### config.mk
export PLATFORM = sky130hd
export DESIGN_NAME = size_class_pool_allocator_top
export DESIGN_NICKNAME = d
export VERILOG_FILES = /design/src/rtl/core/scpa_pkg.sv /design/src/rtl/core/scpa_ctrl.sv /design/src/rtl/core/scpa_dpath.sv /design/src/rtl/core/size_class_pool_allocator_top.sv
export SDC_FILE = /design/constraint.sdc
export NUM_CORES = 1
export LEC_CHECK = 0
export BUFFER_PORTS_ARGS = -buffer_cell sky130_fd_sc_hd__buf_2
export CORE_ASPECT_RATIO = 0.7
export CORE_MARGIN = 2
export CORE_UTILIZATION = 31
export DETAILED_ROUTE_END_ITERATION = 16
export HOLD_SLACK_MARGIN = 0.15
export PLACE_DENSITY = 0.51
export SLEW_MARGIN = 10
export SYNTH_ARGS = -nofsm -noshare
export SYNTH_HDL_FRONTEND = slang
export SYNTH_SLANG_ARGS = --single-unit
### constraint.sdc
create_clock -name clk -period 7.95 [get_ports clk]
set_clock_uncertainty 0.2 [all_clocks]
set_input_delay 0 -clock clk [delete_from_list [all_inputs] [get_ports clk]]
set_output_delay 0 -clock clk [all_outputs]
set_load 0.01 [all_outputs]
### src/rtl/core/scpa_pkg.sv
package scpa_pkg;

    localparam int CLASS_COUNT   = 8;
    localparam int MIN_SHIFT     = 5;
    localparam int LARGEST_BLOCK = 4096;
    localparam int CALC_W        = 17;

    localparam logic MODE_ALLOC = 1'b0;
    localparam logic MODE_FREE  = 1'b1;

    localparam logic [1:0] ST_DONE  = 2'd0;
    localparam logic [1:0] ST_NOFIT = 2'd1;
    localparam logic [1:0] ST_RANGE = 2'd2;

    typedef struct packed {
        logic load;
        logic search;
        logic finish;
    } scpa_cmd_t;

    function automatic int class_blocks(input int p);
        return (p < CLASS_COUNT - 1) ? (64 >> p) : 1;
    endfunction

    // Blocks held by pool p after the heap layout is packed.
    function automatic int pool_blocks(input int p, input int pools, input int max_blocks,
                                       input int heap_bytes);
        int used;
        int n;
        int span;
        int cnt;
        bit stopped;
        used    = 0;
        cnt     = 0;
        stopped = 1'b0;
        for (int q = 0; q <= p; q++) begin
            n = class_blocks(q);
            if (n > max_blocks)
                n = max_blocks;
            span = n << (MIN_SHIFT + q);
            if (q >= pools || used + span > heap_bytes)
                stopped = 1'b1;
            cnt = stopped ? 0 : n;
            if (!stopped)
                used = used + span;
        end
        return cnt;
    endfunction

    function automatic int pool_base(input int p, input int pools, input int max_blocks,
                                     input int heap_bytes);
        int used;
        for (int q = 0; q < p; q++) begin
            used = 0;
        end
        used = 0;
        for (int q = 0; q < p; q++) begin
            used = used + (pool_blocks(q, pools, max_blocks, heap_bytes) << (MIN_SHIFT + q));
        end
        return used;
    endfunction

endpackage

### src/rtl/core/scpa_ctrl.sv
module scpa_ctrl
    import scpa_pkg::*;
(
    input  logic      clk,
    input  logic      rst_n,
    input  logic      start,
    output logic      busy,
    output logic      done,
    output scpa_cmd_t cmd
);

    typedef enum logic [2:0] {
        S_IDLE   = 3'b001,
        S_SEARCH = 3'b010,
        S_FINISH = 3'b100
    } state_t;

    state_t state_reg;
    state_t state_next;
    logic   done_reg;

    assign busy       = (state_reg == S_SEARCH);
    assign cmd.load   = start && !busy;
    assign cmd.search = (state_reg == S_SEARCH);
    assign cmd.finish = (state_reg == S_FINISH);
    assign done       = done_reg;

    always_comb
    begin
        case (state_reg)
            S_IDLE:   state_next = start ? S_SEARCH : S_IDLE;
            S_SEARCH: state_next = S_FINISH;
            S_FINISH: state_next = start ? S_SEARCH : S_IDLE;
            default:  state_next = S_IDLE;
        endcase
    end

    always_ff @(posedge clk or negedge rst_n)
    begin
        if (!rst_n)
        begin
            state_reg <= S_IDLE;
            done_reg  <= 1'b0;
        end
        else
        begin
            state_reg <= state_next;
            done_reg  <= cmd.finish;
        end
    end

endmodule

### src/rtl/core/scpa_dpath.sv
module scpa_dpath
    import scpa_pkg::*;
#(
    parameter int POOLS      = 8,
    parameter int MAX_BLOCKS = 64,
    parameter int HEAP_BYTES = 32768
)
(
    input  logic        clk,
    input  logic        rst_n,
    input  scpa_cmd_t   cmd,
    input  logic        mode,
    input  logic [15:0] request_size,
    input  logic [14:0] free_offset,
    output logic [1:0]  status,
    output logic [14:0] grant_offset,
    output logic [2:0]  pool_number
);

    localparam int IDX_W = (MAX_BLOCKS > 1) ? $clog2(MAX_BLOCKS) : 1;

    logic [CALC_W-1:0]     base_c    [POOLS];
    logic [CALC_W-1:0]     end_c     [POOLS];
    logic [MAX_BLOCKS-1:0] mask_c    [POOLS];
    logic                  present_c [POOLS];

    for (genvar p = 0; p < POOLS; p++)
    begin : g_pool
        localparam int CNT  = pool_blocks(p, POOLS, MAX_BLOCKS, HEAP_BYTES);
        localparam int BASE = pool_base(p, POOLS, MAX_BLOCKS, HEAP_BYTES);
        assign base_c[p]    = CALC_W'(BASE);
        assign end_c[p]     = CALC_W'(BASE + (CNT << (MIN_SHIFT + p)));
        assign present_c[p] = (CNT != 0);
        for (genvar b = 0; b < MAX_BLOCKS; b++)
        begin : g_bit
            assign mask_c[p][b] = (b < CNT);
        end
    end

    logic                  mode_reg;
    logic [15:0]           size_reg;
    logic [14:0]           off_reg;
    logic [2:0]            sel_reg;
    logic [2:0]            sel_next;
    logic                  found_reg;
    logic                  found_next;
    logic [IDX_W-1:0]      fidx_reg;
    logic [IDX_W-1:0]      fidx_next;
    logic [MAX_BLOCKS-1:0] free_bits_reg  [POOLS];
    logic [MAX_BLOCKS-1:0] free_bits_next [POOLS];
    logic [1:0]            status_reg;
    logic [1:0]            status_next;
    logic [14:0]           offset_reg;
    logic [14:0]           offset_next;
    logic [2:0]            pool_reg;
    logic [2:0]            pool_next;

    logic                  size_ok;
    logic [CALC_W-1:0]     rel;
    logic [MAX_BLOCKS-1:0] word;
    logic [IDX_W-1:0]      low_idx;
    logic [IDX_W-1:0]      use_idx;
    logic [CALC_W-1:0]     calc_off;

    assign size_ok = (size_reg != 16'd0) && ({1'b0, size_reg} <= CALC_W'(LARGEST_BLOCK));

    // Pool selection
    always_comb
    begin
        found_next = 1'b0;
        sel_next   = 3'd0;
        fidx_next  = '0;
        rel        = '0;
        for (int p = 0; p < POOLS; p++)
        begin
            if (mode_reg == MODE_ALLOC)
            begin
                if (!found_next && size_ok && present_c[p]
                    && ({1'b0, size_reg} <= (CALC_W'(1) << (MIN_SHIFT + p)))
                    && (|(free_bits_reg[p] & mask_c[p])))
                begin
                    found_next = 1'b1;
                    sel_next   = 3'(p);
                end
            end
            else
            begin
                if (!found_next && present_c[p] && (CALC_W'(off_reg) >= base_c[p])
                    && (CALC_W'(off_reg) < end_c[p]))
                begin
                    found_next = 1'b1;
                    sel_next   = 3'(p);
                    rel        = (CALC_W'(off_reg) - base_c[p]) >> (MIN_SHIFT + p);
                    fidx_next  = rel[IDX_W-1:0];
                end
            end
        end
    end

    // Bitmap update and result
    always_comb
    begin
        word     = '0;
        low_idx  = '0;
        calc_off = '0;
        for (int p = 0; p < POOLS; p++)
        begin
            if (3'(p) == sel_reg)
                word = free_bits_reg[p] & mask_c[p];
        end
        for (int b = MAX_BLOCKS - 1; b >= 0; b--)
        begin
            if (word[b])
                low_idx = IDX_W'(b);
        end
        use_idx = (mode_reg == MODE_ALLOC) ? low_idx : fidx_reg;
        for (int p = 0; p < POOLS; p++)
        begin
            free_bits_next[p] = free_bits_reg[p];
            if (3'(p) == sel_reg)
            begin
                calc_off = base_c[p] + (CALC_W'(use_idx) << (MIN_SHIFT + p));
                if (cmd.finish && found_reg)
                    free_bits_next[p][use_idx] = (mode_reg == MODE_FREE);
            end
        end
        if (found_reg)
        begin
            status_next = ST_DONE;
            offset_next = calc_off[14:0];
            pool_next   = sel_reg;
        end
        else
        begin
            status_next = (mode_reg == MODE_ALLOC) ? ST_NOFIT : ST_RANGE;
            offset_next = '0;
            pool_next   = '0;
        end
    end

    always_ff @(posedge clk or negedge rst_n)
    begin
        if (!rst_n)
        begin
            for (int p = 0; p < POOLS; p++)
                free_bits_reg[p] <= mask_c[p];
        end
        else
        begin
            for (int p = 0; p < POOLS; p++)
                free_bits_reg[p] <= free_bits_next[p];
        end
    end

    always_ff @(posedge clk)
    begin
        if (cmd.load)
        begin
            mode_reg <= mode;
            size_reg <= request_size;
            off_reg  <= free_offset;
        end
        if (cmd.search)
        begin
            sel_reg   <= sel_next;
            found_reg <= found_next;
            fidx_reg  <= fidx_next;
        end
        if (cmd.finish)
        begin
            status_reg <= status_next;
            offset_reg <= offset_next;
            pool_reg   <= pool_next;
        end
    end

    assign status       = status_reg;
    assign grant_offset = offset_reg;
    assign pool_number  = pool_reg;

endmodule

### src/rtl/core/size_class_pool_allocator_top.sv
// An accepted item goes through the search state, then the finish state; done is registered from finish.
// Each item passes through the pool search step, then the bitmap update step.
// busy is high only in the search cycle; the next item is taken during the update cycle.
// The receiver cannot stall: status, grant_offset, pool_number are valid while done is high.
// Reset (rst_n low, async) empties the controller and marks every present block free.
module size_class_pool_allocator_top
    import scpa_pkg::*;
#(
    parameter int POOLS      = 8,
    parameter int MAX_BLOCKS = 64,
    parameter int HEAP_BYTES = 32768
)
(
    input  logic        clk,
    input  logic        rst_n,
    input  logic        start,
    output logic        busy,
    input  logic        mode,
    input  logic [15:0] request_size,
    input  logic [14:0] free_offset,
    output logic        done,
    output logic [1:0]  status,
    output logic [14:0] grant_offset,
    output logic [2:0]  pool_number
);

    scpa_cmd_t cmd;

    scpa_ctrl u_ctrl (
        .clk   (clk),
        .rst_n (rst_n),
        .start (start),
        .busy  (busy),
        .done  (done),
        .cmd   (cmd)
    );

    scpa_dpath #(
        .POOLS      (POOLS),
        .MAX_BLOCKS (MAX_BLOCKS),
        .HEAP_BYTES (HEAP_BYTES)
    ) u_dpath (
        .clk          (clk),
        .rst_n        (rst_n),
        .cmd          (cmd),
        .mode         (mode),
        .request_size (request_size),
        .free_offset  (free_offset),
        .status       (status),
        .grant_offset (grant_offset),
        .pool_number  (pool_number)
    );

endmodule
# ---- Yosys cells after proc, flatten, opt, wreduce, memory -nomap -nowiden
# Cells that the tools add are included.
dict set report op_classes {
  add_sub_neg 14
  order_cmp 26
  n_eq_ne 10
  muxes 155
  reduce_logical 67
}
# operator count
set op_table {}
lappend op_table {{bitwise mux 64 bit} 8}
lappend op_table {{two-way mux 64 bit} 8}
lappend op_table {{two-way mux 6 bit} 81}
lappend op_table {{two-way mux 15 bit} 6}
lappend op_table {{OR reduction 64 bit} 1}
lappend op_table {{adder 14 x 15 -> 15 bit (first input constant)} 4}
lappend op_table {{greater-or-equal comparator 15 x 14 -> 1 bit (second input constant)} 4}
lappend op_table {{< comparator 15 x 14 -> 1 bit (second input constant)} 4}
lappend op_table {{two-way mux 3 bit} 19}
lappend op_table {{subtractor 15 x 14 -> 16 bit (second input constant)} 3}
lappend op_table {{logical AND 1 bit} 42}
lappend op_table {{OR reduction 32 bit} 1}
lappend op_table {{greater-or-equal comparator 15 x 13 -> 1 bit (second input constant)} 2}
lappend op_table {{< comparator 15 x 13 -> 1 bit (second input constant)} 2}
lappend op_table {{two-way mux 1 bit} 27}
lappend op_table {{less-or-equal comparator 16 x 10 -> 1 bit (second input constant)} 1}
lappend op_table {{less-or-equal comparator 16 x 11 -> 1 bit (second input constant)} 1}
lappend op_table {{less-or-equal comparator 16 x 12 -> 1 bit (second input constant)} 1}
lappend op_table {{less-or-equal comparator 16 x 13 -> 1 bit (second input constant)} 1}
lappend op_table {{less-or-equal comparator 16 x 6 -> 1 bit (second input constant)} 1}
lappend op_table {{less-or-equal comparator 16 x 7 -> 1 bit (second input constant)} 1}
lappend op_table {{less-or-equal comparator 16 x 8 -> 1 bit (second input constant)} 1}
lappend op_table {{less-or-equal comparator 16 x 9 -> 1 bit (second input constant)} 1}
lappend op_table {{AND reduction 2 bit} 8}
lappend op_table {{31 further kinds} 44}
dict set report word_totals {
  reg_bits 578
  in_bits 35
}

# ---- Logic depth before layout (Yosys ltp)
# Gate-level depths: netlist (run 1).
dict set report logic_depth {
  word_depth 82
  ltp_mapped 17
}

# ---- Hierarchy
# From an unflattened synthesis (run 1), not the netlist that was laid out.
dict set report unflattened {
  cells_unflattened 1149
  area_unflattened_um2 11957.7
}
# mod n_inst cells_each area_each_um2 seq_area_each_um2
set by_module_without_submodules {}
lappend by_module_without_submodules {scpa_dpath 1 1137 11793.8 5074.9}
lappend by_module_without_submodules {scpa_ctrl 1 12 163.9 101.3}

# ---- Worst setup path after synthesis (run 1)
# No wires, ideal clock.
dict set report synth_timing {
  path_kind {register -> register}
  from {register u_dpath.sel_reg[0]}
  to {register u_dpath.offset_reg[14] (netlist: u_dpath.grant_offset[14]) (data pin)}
  arrival_time_ns 3.533
  required_time_ns 7.619
  setup_slack_ns 4.086
  path_stages_with_launch 17
  path_buffers 4
  path_cell_list {edfxtp_1 -> buf_6 -> buf_6 -> buf_6 -> mux2i_1 -> o32ai_1 -> nor4_1 -> nand4_1 -> o41ai_2 -> ha_1 -> clkbuf_1 -> nand3_1 -> a211o_1 -> a21oi_1 -> a211oi_1 -> o22ai_1 -> a22o_1}
}
dict set report synth_via {
  elab_chain_len 80
  elab_cells_between_ends 91
  cone_classes {add/sub (5); eq/ne (7); mux (78); reduce/logical (1)}
}
# item line
set synth_rtl {}
lappend synth_rtl {{start: declaration} scpa_dpath.sv:43} ;# logic [2:0] sel_reg;
lappend synth_rtl {{start signal: assignment} scpa_dpath.sv:165} ;# sel_reg <= sel_next;
lappend synth_rtl {{zero test 3 bit} scpa_dpath.sv:108} ;# if (3'(p) == sel_reg)
lappend synth_rtl {{two-way mux 64 bit (8 in series)} scpa_dpath.sv:108}
lappend synth_rtl {{two-way mux 6 bit (64 in series)} scpa_dpath.sv:113} ;# if (word[b])
lappend synth_rtl {{two-way mux 6 bit} scpa_dpath.sv:116} ;# use_idx = (mode_reg == MODE_ALLOC) ? low_idx : fidx_reg;
lappend synth_rtl {{adder 13 x 14 -> 15 bit} scpa_dpath.sv:122} ;# calc_off = base_c[p] + (CALC_W'(use_idx) << (MIN_SHIFT + p));
lappend synth_rtl {{two-way mux 15 bit (4 in series)} scpa_dpath.sv:120} ;# if (3'(p) == sel_reg)
lappend synth_rtl {{two-way mux 15 bit (*)} scpa_dpath.sv:120}
lappend synth_rtl {{end signal: assignment} scpa_dpath.sv:172} ;# offset_reg <= offset_next;
lappend synth_rtl {{end: declaration} scpa_dpath.sv:53} ;# logic [14:0] offset_reg;
# Every way passes the cells marked *; elsewhere a longest branch is shown, timed or not.
# A chain may end at the register's enable or synchronous reset.

# ---- Final worst setup path (run 1)
# Ends and elaborated chain as after synthesis.

==> impl_metrics.yaml, run 1 <==
outcome:
  status: "complete, no violations"
global_routing:
  grt.met2_usage_pct: 24.3
  grt.met1_usage_pct: 31.4
  global_route.usage.met3_pct: 5.23
  top_usage_layer: "met1"
  via_count_of_the_first_global_routing_pass: 9284
  grt_max_degree: 134
  grt_pass1_wl_um: 58800
  grt_antenna_before_repair: 0
  gr-usage-all-layers_pct: 19.3
  grt_remaining_overflow: 0
timing:
  final-hold-violation-count: 0
  clock.fmax_mhz: 180
  slew_viol_final: 0
  totalNegativeSetupSlack_ns: 0
  share_of_the_clock_period_used_by_the_worst_path_pct: 69.9
  worst_pin_slew_ns: 1.16
  rsz0062_at_grt: "false"
  hold_ws_ns: 0.287
  worst_slew_margin_rel_pct: 22.7
  report.final.setup_viol: 0
  final.min_clock_period_ns: 5.56
synthesis:
  synth.ff_latch_count: 189
  edff_count_synth: 57
  async_reset_ff_share_pct: 69.8
  synth_top_area_cell: "dfstp_2"
  yosysWarningCount: 0
  yosysSeqAreaShare_pct: 43.2
  ys_top_cells_by_count: "dfstp_2 (129), mux2_2 (83), nor2_1 (83)"
  synth.area.top_cells: "dfstp_2 (28%), edfxtp_1 (14%), mux2_2 (7.8%)"
  synth_cell_type_count: 85
  syn_area_mm2: 0.0120
  mean_post_synth_cell_area_um2: 10.3
  synth_top_area_share_pct: 28.3
  cells_after_synth: 1167
  synth_ff_type: "dfstp_2"
  post-synth-top-count-cell: "dfstp_2"
floorplan:
  fp.coreArea_mm2: 0.0383
  die_x_um: 239
  initial_core_util_pct: 31.3
  die_area_mm2: 0.0402
  placement_rows: 60
  io_pins: 57
  chipHeight_um: 168
clocking:
  cts_hold_repair.buffers: 67
  htreeDepth: 4
  cts_tree: "built"
  cts_resized: 0
  cts.reportedPaths.clkPinSlew_ns: 0.07
  max-clock-path-buffers: 2
  cts_sinks: 189
  clock_tree.root_cell: "clkbuf_16"
  clk-insertion-delay-late_ns: 0.47
  cts_inserted_buffers: 17
  postCtsSetupRepairBufs: 0
drt:
  wire_per_inst_um: 22.0
  drtIter0Drc: 1028
  firstDrtPassIters: 5
  postRouteAntennaNets: 0
  via_per_inst: 5.71
  drc: 0
  via_count: 9935
  routed_wirelength_um: 38300
worst_hold_path:
  worstHoldEndpoint: "u_ctrl.state_reg[1]"
  hold_class: "reg2reg"
  min_path_cells: 1
  worstHoldStart: "u_ctrl.state_reg[1]"
setup_path:
  r2r_end: "u_dpath.grant_offset[14]"
  worst_path_max_delay_cell: "o41ai_2"
  critical-path-top-cell-by-count: "buf_4"
  cp_cell_instances: "buf_4 -> buf_4 -> nand2b_1 -> o32ai_1 -> nor4b_1 -> nand4_1 -> o41ai_2 -> ha_1 -> nand3_1 -> a211o_1 -> a21oi_1 -> a211oi_1 -> o22ai_1 -> a22o_1"
  r2r.worst_path.cells: 14
  critPathMaxStageDelay_ns: 0.85
  critical_path.reg2reg.startpoint: "u_dpath.sel_reg[0]"
  worst-endpoint-arrival_ns: 5.69
  critical_path.startpoint_type: "register"
  timing_worst_setup_path_type: "reg2reg"
  r2r_setup_slack_ns: 2.39
  crit_path_end_kind: "register"
  crit_buf_inv: 2
  path_max_fanout: 41
  worst_path_dominant_cell_family: "compound AO/OA/AOI/OAI gates"
  cp_data_required_time_ns: 8.08
layout:
  multi_input_area_mm2: 0.00619
  num-nets-final: 1288
  layout.filler_cells: 3832
  largest_register_ff_count: 128
  postLayoutCellArea_mm2: 0.0138
  layout.cells.non_filler: 1739
  layout_cell_share_with_drive_strength_beyond_1_pct: 27.4
  syn2layout_area_growth_pct: 15.0
  regArea_mm2: 0.00518
  diodes: 0
power:
  total_leakage_power_nw: 5.23
  power_mw: 2.49
  vdd_drop_max_v: 0.000130
  power_density_mw_per_mm2: 181
flow_run:
  cap_viol_max_count: 0
place:
  buffer_ports.inserted: 51
  globalplace.congestion: 0.875
  placement.cell_area_mm2: 0.0125
  place_hpwl_um: 26000
  placed_cells: 1640
==> layout by cell type, fill, tap and decap left out, types with 8 or more instances in the layout <==
cell type	synthesis	final
nor2b_1	10	9
nand2b_1	10	10
clkbuf_16	0	18
and3_1	15	15
o31ai_1	12	12
o211ai_1	9	9
o22ai_1	18	18
nand2_1	60	60
dfstp_2	129	129
mux2_2	83	83
o21ai_0	30	30
mux2i_1	44	44
and2_1	10	10
nor3_1	19	19
nor2_1	83	83
nand3_1	76	76
nand4_1	21	21
buf_2	24	50
ha_1	23	23
o32ai_1	9	9
inv_1	36	36
nor4_1	43	43
xnor2_1	8	8
a21oi_1	39	39
nand3b_1	58	58
dlygate4sd3_1	0	67
edfxtp_1	57	57
buf_4	7	16
mux2_1	31	31
==> through the flow <==
step | setup slack, ns | util (%)
floorplan | 4.09 | -
global placement | 2.73 | 32.7
detailed placement | 2.50 | 32.7
CTS | 2.47 | 36.0
global route | 1.96 | 36.0
finish | 2.39 | 36.0
==> routing by layer <==
layer	routed length [um]	vias to the layer above
li1	-	4527
met1	20200	5021
met2	14500	362
met3	3080	23
met4	338	2
met5	76	-
==> worst max path at each step <==
stage	start	end	slack, ns	depth (start not counted)
2_1_floorplan	u_dpath.sel_reg[0]	u_dpath.grant_offset[14]	4.09	16
3_3_place_gp	u_dpath.sel_reg[0]	u_dpath.grant_offset[14]	2.73	14
3_5_place_dp	u_dpath.sel_reg[0]	u_dpath.grant_offset[14]	2.50	14
4_1_cts	u_dpath.sel_reg[0]	u_dpath.grant_offset[14]	2.47	14
5_1_grt	u_dpath.sel_reg[0]	u_dpath.grant_offset[14]	1.96	14
6_report	u_dpath.sel_reg[0]	u_dpath.grant_offset[14]	2.39	14
==> cells by family (layout without fill, tap and decap cells) <==
family,Yosys count,after routing,synth area share (%)
xor gates and xnor gates,8,8,0.585
buffers and inverters,133,205,5.34
DFF,189,189,43.2
other,1,5,0.0313
and+or+nand+nor,445,445,20.4
muxes,163,163,15.3
AOI/OAI and AO/OA,205,205,12.6
adders and majority gates,23,23,2.40
==> power by group <==
group | leakage, nW | switching, mW | internal (mW)
registers | 1.91 | 0.0413 | 1.07
logic | 3.04 | 0.352 | 0.173
clock network | 0.284 | 0.431 | 0.431
==> area by class of cell <==
cell class | instances | share of cell area, %
tap | 496 | 4.50
timing repair buffer | 135 | 7.78
clock inverter | 14 | 0.926
inverter | 38 | 1.04
clock buffer | 18 | 3.27
multi-input combinational | 849 | 44.9
sequential | 189 | 37.6
Note: power is estimated with default switching activity, not from simulation.
==> run 2, diff against run 1 <==
- PLACE_DENSITY: 0.51 -> 0.53
- clock period: 7.95 -> 5.1 ns (I/O delays scaled with it)
==> impl_metrics.yaml, run 2 (synthesis gave the netlist of run 1 again) <==
outcome:
  status: "complete, no violations"
drt:
  wire_per_inst_um: 21.8
  firstDrtPassIters: 5
  postRouteAntennaNets: 0
  via_count: 10100
  drc: 0
  via_per_inst: 5.73
  routed_wirelength_um: 38200
  drtIter0Drc: 1278
layout:
  most_frequent_cells_in_the_layout: "dfstp_2 (129), nor2_1 (83), mux2_2 (83)"
  largest_register_ff_count: 128
  num-nets-final: 1305
  layout.filler_cells: 3847
  diodes: 0
  mostFrequentLayoutCell: "dfstp_2"
  layout_cell_share_with_drive_strength_beyond_1_pct: 28.6
  syn2layout_area_growth_pct: 16.1
floorplan:
  initial_core_util_pct: 31.3
  placement_rows: 60
  fp.coreArea_mm2: 0.0383
  die_area_mm2: 0.0402
  chipHeight_um: 168
  io_pins: 57
  die_x_um: 239
setup_path:
  crit_path_end_kind: "register"
  cp_data_required_time_ns: 5.28
  critical_path.startpoint_type: "register"
  critPathMaxStageDelay_ns: 0.56
  crit_buf_inv: 3
  cp_cell_instances: "buf_4 -> or3b_1 -> o22ai_1 -> nor2_1 -> o2111a_1 -> o31ai_1 -> buf_4 -> inv_1 -> ha_1 -> nand2_1 -> or3_1 -> nor2_1 -> nand3_1 -> mux2_1"
  path_max_fanout: 18
  worst_path_max_delay_cell: "edfxtp_1"
  worst-endpoint-arrival_ns: 5.04
  worst_path_dominant_cell_family: "simple AND/OR/NAND/NOR gates"
  timing_worst_setup_path_type: "reg2reg"
clocking:
  cts_sinks: 189
  htreeDepth: 4
  clk-insertion-delay-late_ns: 0.46
  cts.reportedPaths.clkPinSlew_ns: 0.07
  cts_inserted_buffers: 17
  cts_tree: "built"
  clock_tree.root_cell: "clkbuf_16"
  postCtsSetupRepairBufs: 0
  max-clock-path-buffers: 2
global_routing:
  gr-usage-all-layers_pct: 19.2
  grt_pass1_wl_um: 58800
  grt_remaining_overflow: 0
  grt_antenna_before_repair: 0
  via_count_of_the_first_global_routing_pass: 9375
  grt_max_degree: 85
place:
  globalplace.congestion: 0.884
  buffer_ports.inserted: 51
  place_hpwl_um: 26300
timing:
  share_of_the_clock_period_used_by_the_worst_path_pct: 95.2
  final-hold-violation-count: 0
  rsz0062_at_grt: "false"
  clock.fmax_mhz: 206
  totalNegativeSetupSlack_ns: 0
  report.final.setup_viol: 0
  worst_pin_slew_ns: 1.17
  final.min_clock_period_ns: 4.86
  worst_slew_margin_rel_pct: 21.7
  slew_viol_final: 0
power:
  vdd_drop_max_v: 0.000240
  total_leakage_power_nw: 5.31
  power_density_mw_per_mm2: 277
  power_mw: 3.85
flow_run:
  cap_viol_max_count: 0
worst_hold_path:
  hold_class: "in2reg"
==> run 2: final timing paths <==
check                                    start                          to  slack, ns  cells after the start
hold / removal                           start         u_ctrl.state_reg[1]       0.17                      3
setup / recovery            u_dpath.sel_reg[0]  u_dpath.free_bits_reg[324]       0.24                     14
setup reg to reg            u_dpath.sel_reg[0]  u_dpath.free_bits_reg[324]       0.24                     14
max in group asynchronous                rst_n                 u_ctrl.done       3.36                      3
hold reg to reg            u_ctrl.state_reg[1]         u_ctrl.state_reg[1]       0.29                      1
min in group asynchronous                rst_n  u_dpath.free_bits_reg[411]       0.40                      2
==> run 2: final cells by class <==
cell class,instances,area [um^2],share of cell area (%)
well taps,496,621,4.46
clock inverters,12,85.1,0.612
clock buffers,20,447,3.21
inverters,38,143,1.03
multi-input cells,849,6220,44.7
flip-flops and latches,189,5180,37.2
repair buffers,152,1210,8.70
==> run 2: what timing repair did <==
action	4_1_cts	5_1_grt
hold endpoints to repair	151	0
gates resized for setup	0	5
hold buffers	67	0
endpoints found under the setup margin	0	13
==> run 2: worst min-delay path: stages <==
cell	delay (ns)
dlygate4sd3_1	0.53
buf_2	0.12
nor3b_1	0.14
==> run 2: per-layer routing <==
metal / GRT usage [%] / routed length [um] / share of wire [%] / vias to the layer above
li1: - / - / - / 4556
met1: 32.0 / 20300 / 53 / 5074
met2: 23.9 / 14400 / 38 / 406
met3: 4.54 / 3150 / 8.2 / 26
met4: 4.08 / 444 / 1.2 / 0
met5: 0 / 0 / 0 / -
==> run 2: metrics by stage <==
stage / hold WS [ns] / setup WS [ns] / utilization [%] / cell area [um^2] / instances
global route: 0.202 / 0.00604 / 36.3 / 13900 / 1756
detailed placement: -0.0489 / 0.298 / 33.1 / 12700 / 1657
global placement: -0.0341 / 0.283 / 33.1 / 12700 / 1656
floorplan: -0.496 / 1.24 / - / 12000 / 1171
CTS: 0.162 / 0.288 / 36.2 / 13900 / 1756
finish: 0.175 / 0.243 / 36.3 / 13900 / 1756
==> run 2: power breakdown <==
group | switching [mW] | internal [mW] | leakage, nW
sequential | 0.0766 | 1.66 | 1.91
clock | 0.627 | 0.640 | 0.266
combinational | 0.553 | 0.287 | 3.13
==> run 3, diff against run 2 <==
- CORE_MARGIN: 2 -> 1
- clock period: 5.1 -> 4.2 ns (I/O delays scaled with it)
==> impl_metrics.yaml, run 3 (synthesis gave the netlist of run 1 again) <==
outcome:
  status: "complete, no violations"
place:
  globalplace.congestion: 0.921
  placement.cell_area_mm2: 0.0131
  buffer_ports.inserted: 51
  place_hpwl_um: 29000
setup_path:
  timing_worst_setup_path_type: "reg2reg"
  worst-endpoint-arrival_ns: 4.23
  cp_data_required_time_ns: 4.32
  critPathMaxStageDelay_ns: 0.53
  worst_path_max_delay_cell: "o41ai_2"
  critical_path.startpoint_type: "register"
  critical-path-top-cell-by-count: "o22ai_1"
  path_max_fanout: 47
  worst_path_dominant_cell_family: "compound AO/OA/AOI/OAI gates"
  crit_buf_inv: 1
  crit_path_end_kind: "register"
  cp_cell_instances: "buf_12 -> mux2i_1 -> a2bb2oi_1 -> o22ai_1 -> nand3b_1 -> o41ai_2 -> ha_1 -> nand3_1 -> a211o_1 -> a21oi_1 -> a211oi_1 -> o22ai_1 -> a22o_1"
timing:
  hold_ws_ns: 0.176
  worst_pin_slew_ns: 0.948
  clock.fmax_mhz: 244
  final-hold-violation-count: 0
  slew_viol_final: 0
  share_of_the_clock_period_used_by_the_worst_path_pct: 97.8
  report.final.setup_viol: 0
  rsz0062_at_grt: "true"
  final.min_clock_period_ns: 4.11
  worst_slew_margin_rel_pct: 36.2
clocking:
  htreeDepth: 4
  cts_inserted_buffers: 17
  cts.reportedPaths.clkPinSlew_ns: 0.07
  clock_tree.root_cell: "clkbuf_16"
  cts_tree: "built"
  clk-insertion-delay-late_ns: 0.46
  cts_sinks: 189
  max-clock-path-buffers: 2
drt:
  wire_per_inst_um: 22.3
  drc: 0
  routed_wirelength_um: 40200
  via_count: 10300
  drtIter0Drc: 1134
  via_per_inst: 5.72
  firstDrtPassIters: 6
  postRouteAntennaNets: 0
floorplan:
  fp.coreArea_mm2: 0.0376
  initial_core_util_pct: 31.9
  die_area_mm2: 0.0394
  io_pins: 57
  die_x_um: 237
  chipHeight_um: 166
  placement_rows: 59
layout:
  num-nets-final: 1362
  largest_register_ff_count: 128
  most_frequent_cells_in_the_layout: "dfstp_2 (129), buf_4 (91), mux2_2 (83)"
  layout.filler_cells: 3672
  layout_cell_share_with_drive_strength_beyond_1_pct: 31.7
  postLayoutCellArea_mm2: 0.0143
  diodes: 0
  mostFrequentLayoutCell: "dfstp_2"
  syn2layout_area_growth_pct: 19.6
power:
  vdd_drop_max_v: 0.000240
  power_mw: 4.83
  total_leakage_power_nw: 5.59
  power_density_mw_per_mm2: 338
global_routing:
  via_count_of_the_first_global_routing_pass: 9710
  grt_pass1_wl_um: 62000
  grt_antenna_before_repair: 0
  grt_remaining_overflow: 0
  grt_max_degree: 100
  gr-usage-all-layers_pct: 20.7
flow_run:
  cap_viol_max_count: 0
worst_hold_path:
  hold_class: "in2reg"
## run 3: report_power, final
group	leakage (nW)	switching, mW	internal [mW]
logic	3.40	0.718	0.411
clock network	0.277	0.733	0.881
registers	1.91	0.0723	2.02
total	5.59	1.52	3.31
## run 3: per-layer routing
metal | part of all wire, % | vias to the layer above | global-route usage, %
met3 | 10 | 24 | 6.61
met2 | 37 | 420 | 25.0
met1 | 52 | 5208 | 34.1
met4 | 0.86 | 0 | 4.04
li1 | - | 4669 | -
met5 | 0 | - | 0
## run 3: path summary, 6_finish.rpt
check	endpoint	startpoint	cells after the start	slack, ns
max	u_dpath.grant_offset[14]	u_dpath.sel_reg[0]	13	0.09
min	u_ctrl.state_reg[1]	start	3	0.18
max reg2reg	u_dpath.grant_offset[14]	u_dpath.sel_reg[0]	13	0.09
min reg2reg	u_ctrl.state_reg[1]	u_ctrl.state_reg[1]	1	0.29
max in group asynchronous	u_dpath.free_bits_reg[192]	rst_n	3	2.68
min in group asynchronous	u_dpath.free_bits_reg[411]	rst_n	2	0.47
## run 3: timing repair
item	4_1_cts	5_1_grt
hold endpoints to repair	164	0
gates resized for setup	0	7
setup endpoints to repair	0	103
hold buffers	66	0
buffers inserted	0	1
## run 3: final cells by class
class | count | area (um^2) | area share (%)
Multi-Input combinational cell | 849 | 6200 | 43.3
Clock buffer | 25 | 497 | 3.47
Clock inverter | 5 | 61.3 | 0.428
Inverter | 38 | 143 | 0.996
Tap cell | 488 | 611 | 4.27
Sequential cell | 189 | 5180 | 36.2
Timing Repair Buffer | 209 | 1630 | 11.4
## run 3: worst register-to-register path, delay by kind of cell (launching register included)
family / cells / cell delay, ns
adders and majority gates: 1 / 0.31
DFF: 1 / 0.41
buffers and inverters: 1 / 0.28
and+or+nand+nor: 2 / 0.36
muxes: 1 / 0.49
AOI/OAI and AO/OA: 8 / 1.93
## run 3: per-stage QoR
stage	instances	setup TNS [ns]	utilization, %	setup slack (ns)
floorplan	1171	0	-	0.336
CTS	1802	0	38.0	0.0280
finish	1803	0	38.1	0.0933
global placement	1706	0	34.8	0.0842
detailed placement	1706	0	34.8	0.0477
global route	1803	-0.565	38.1	-0.0455
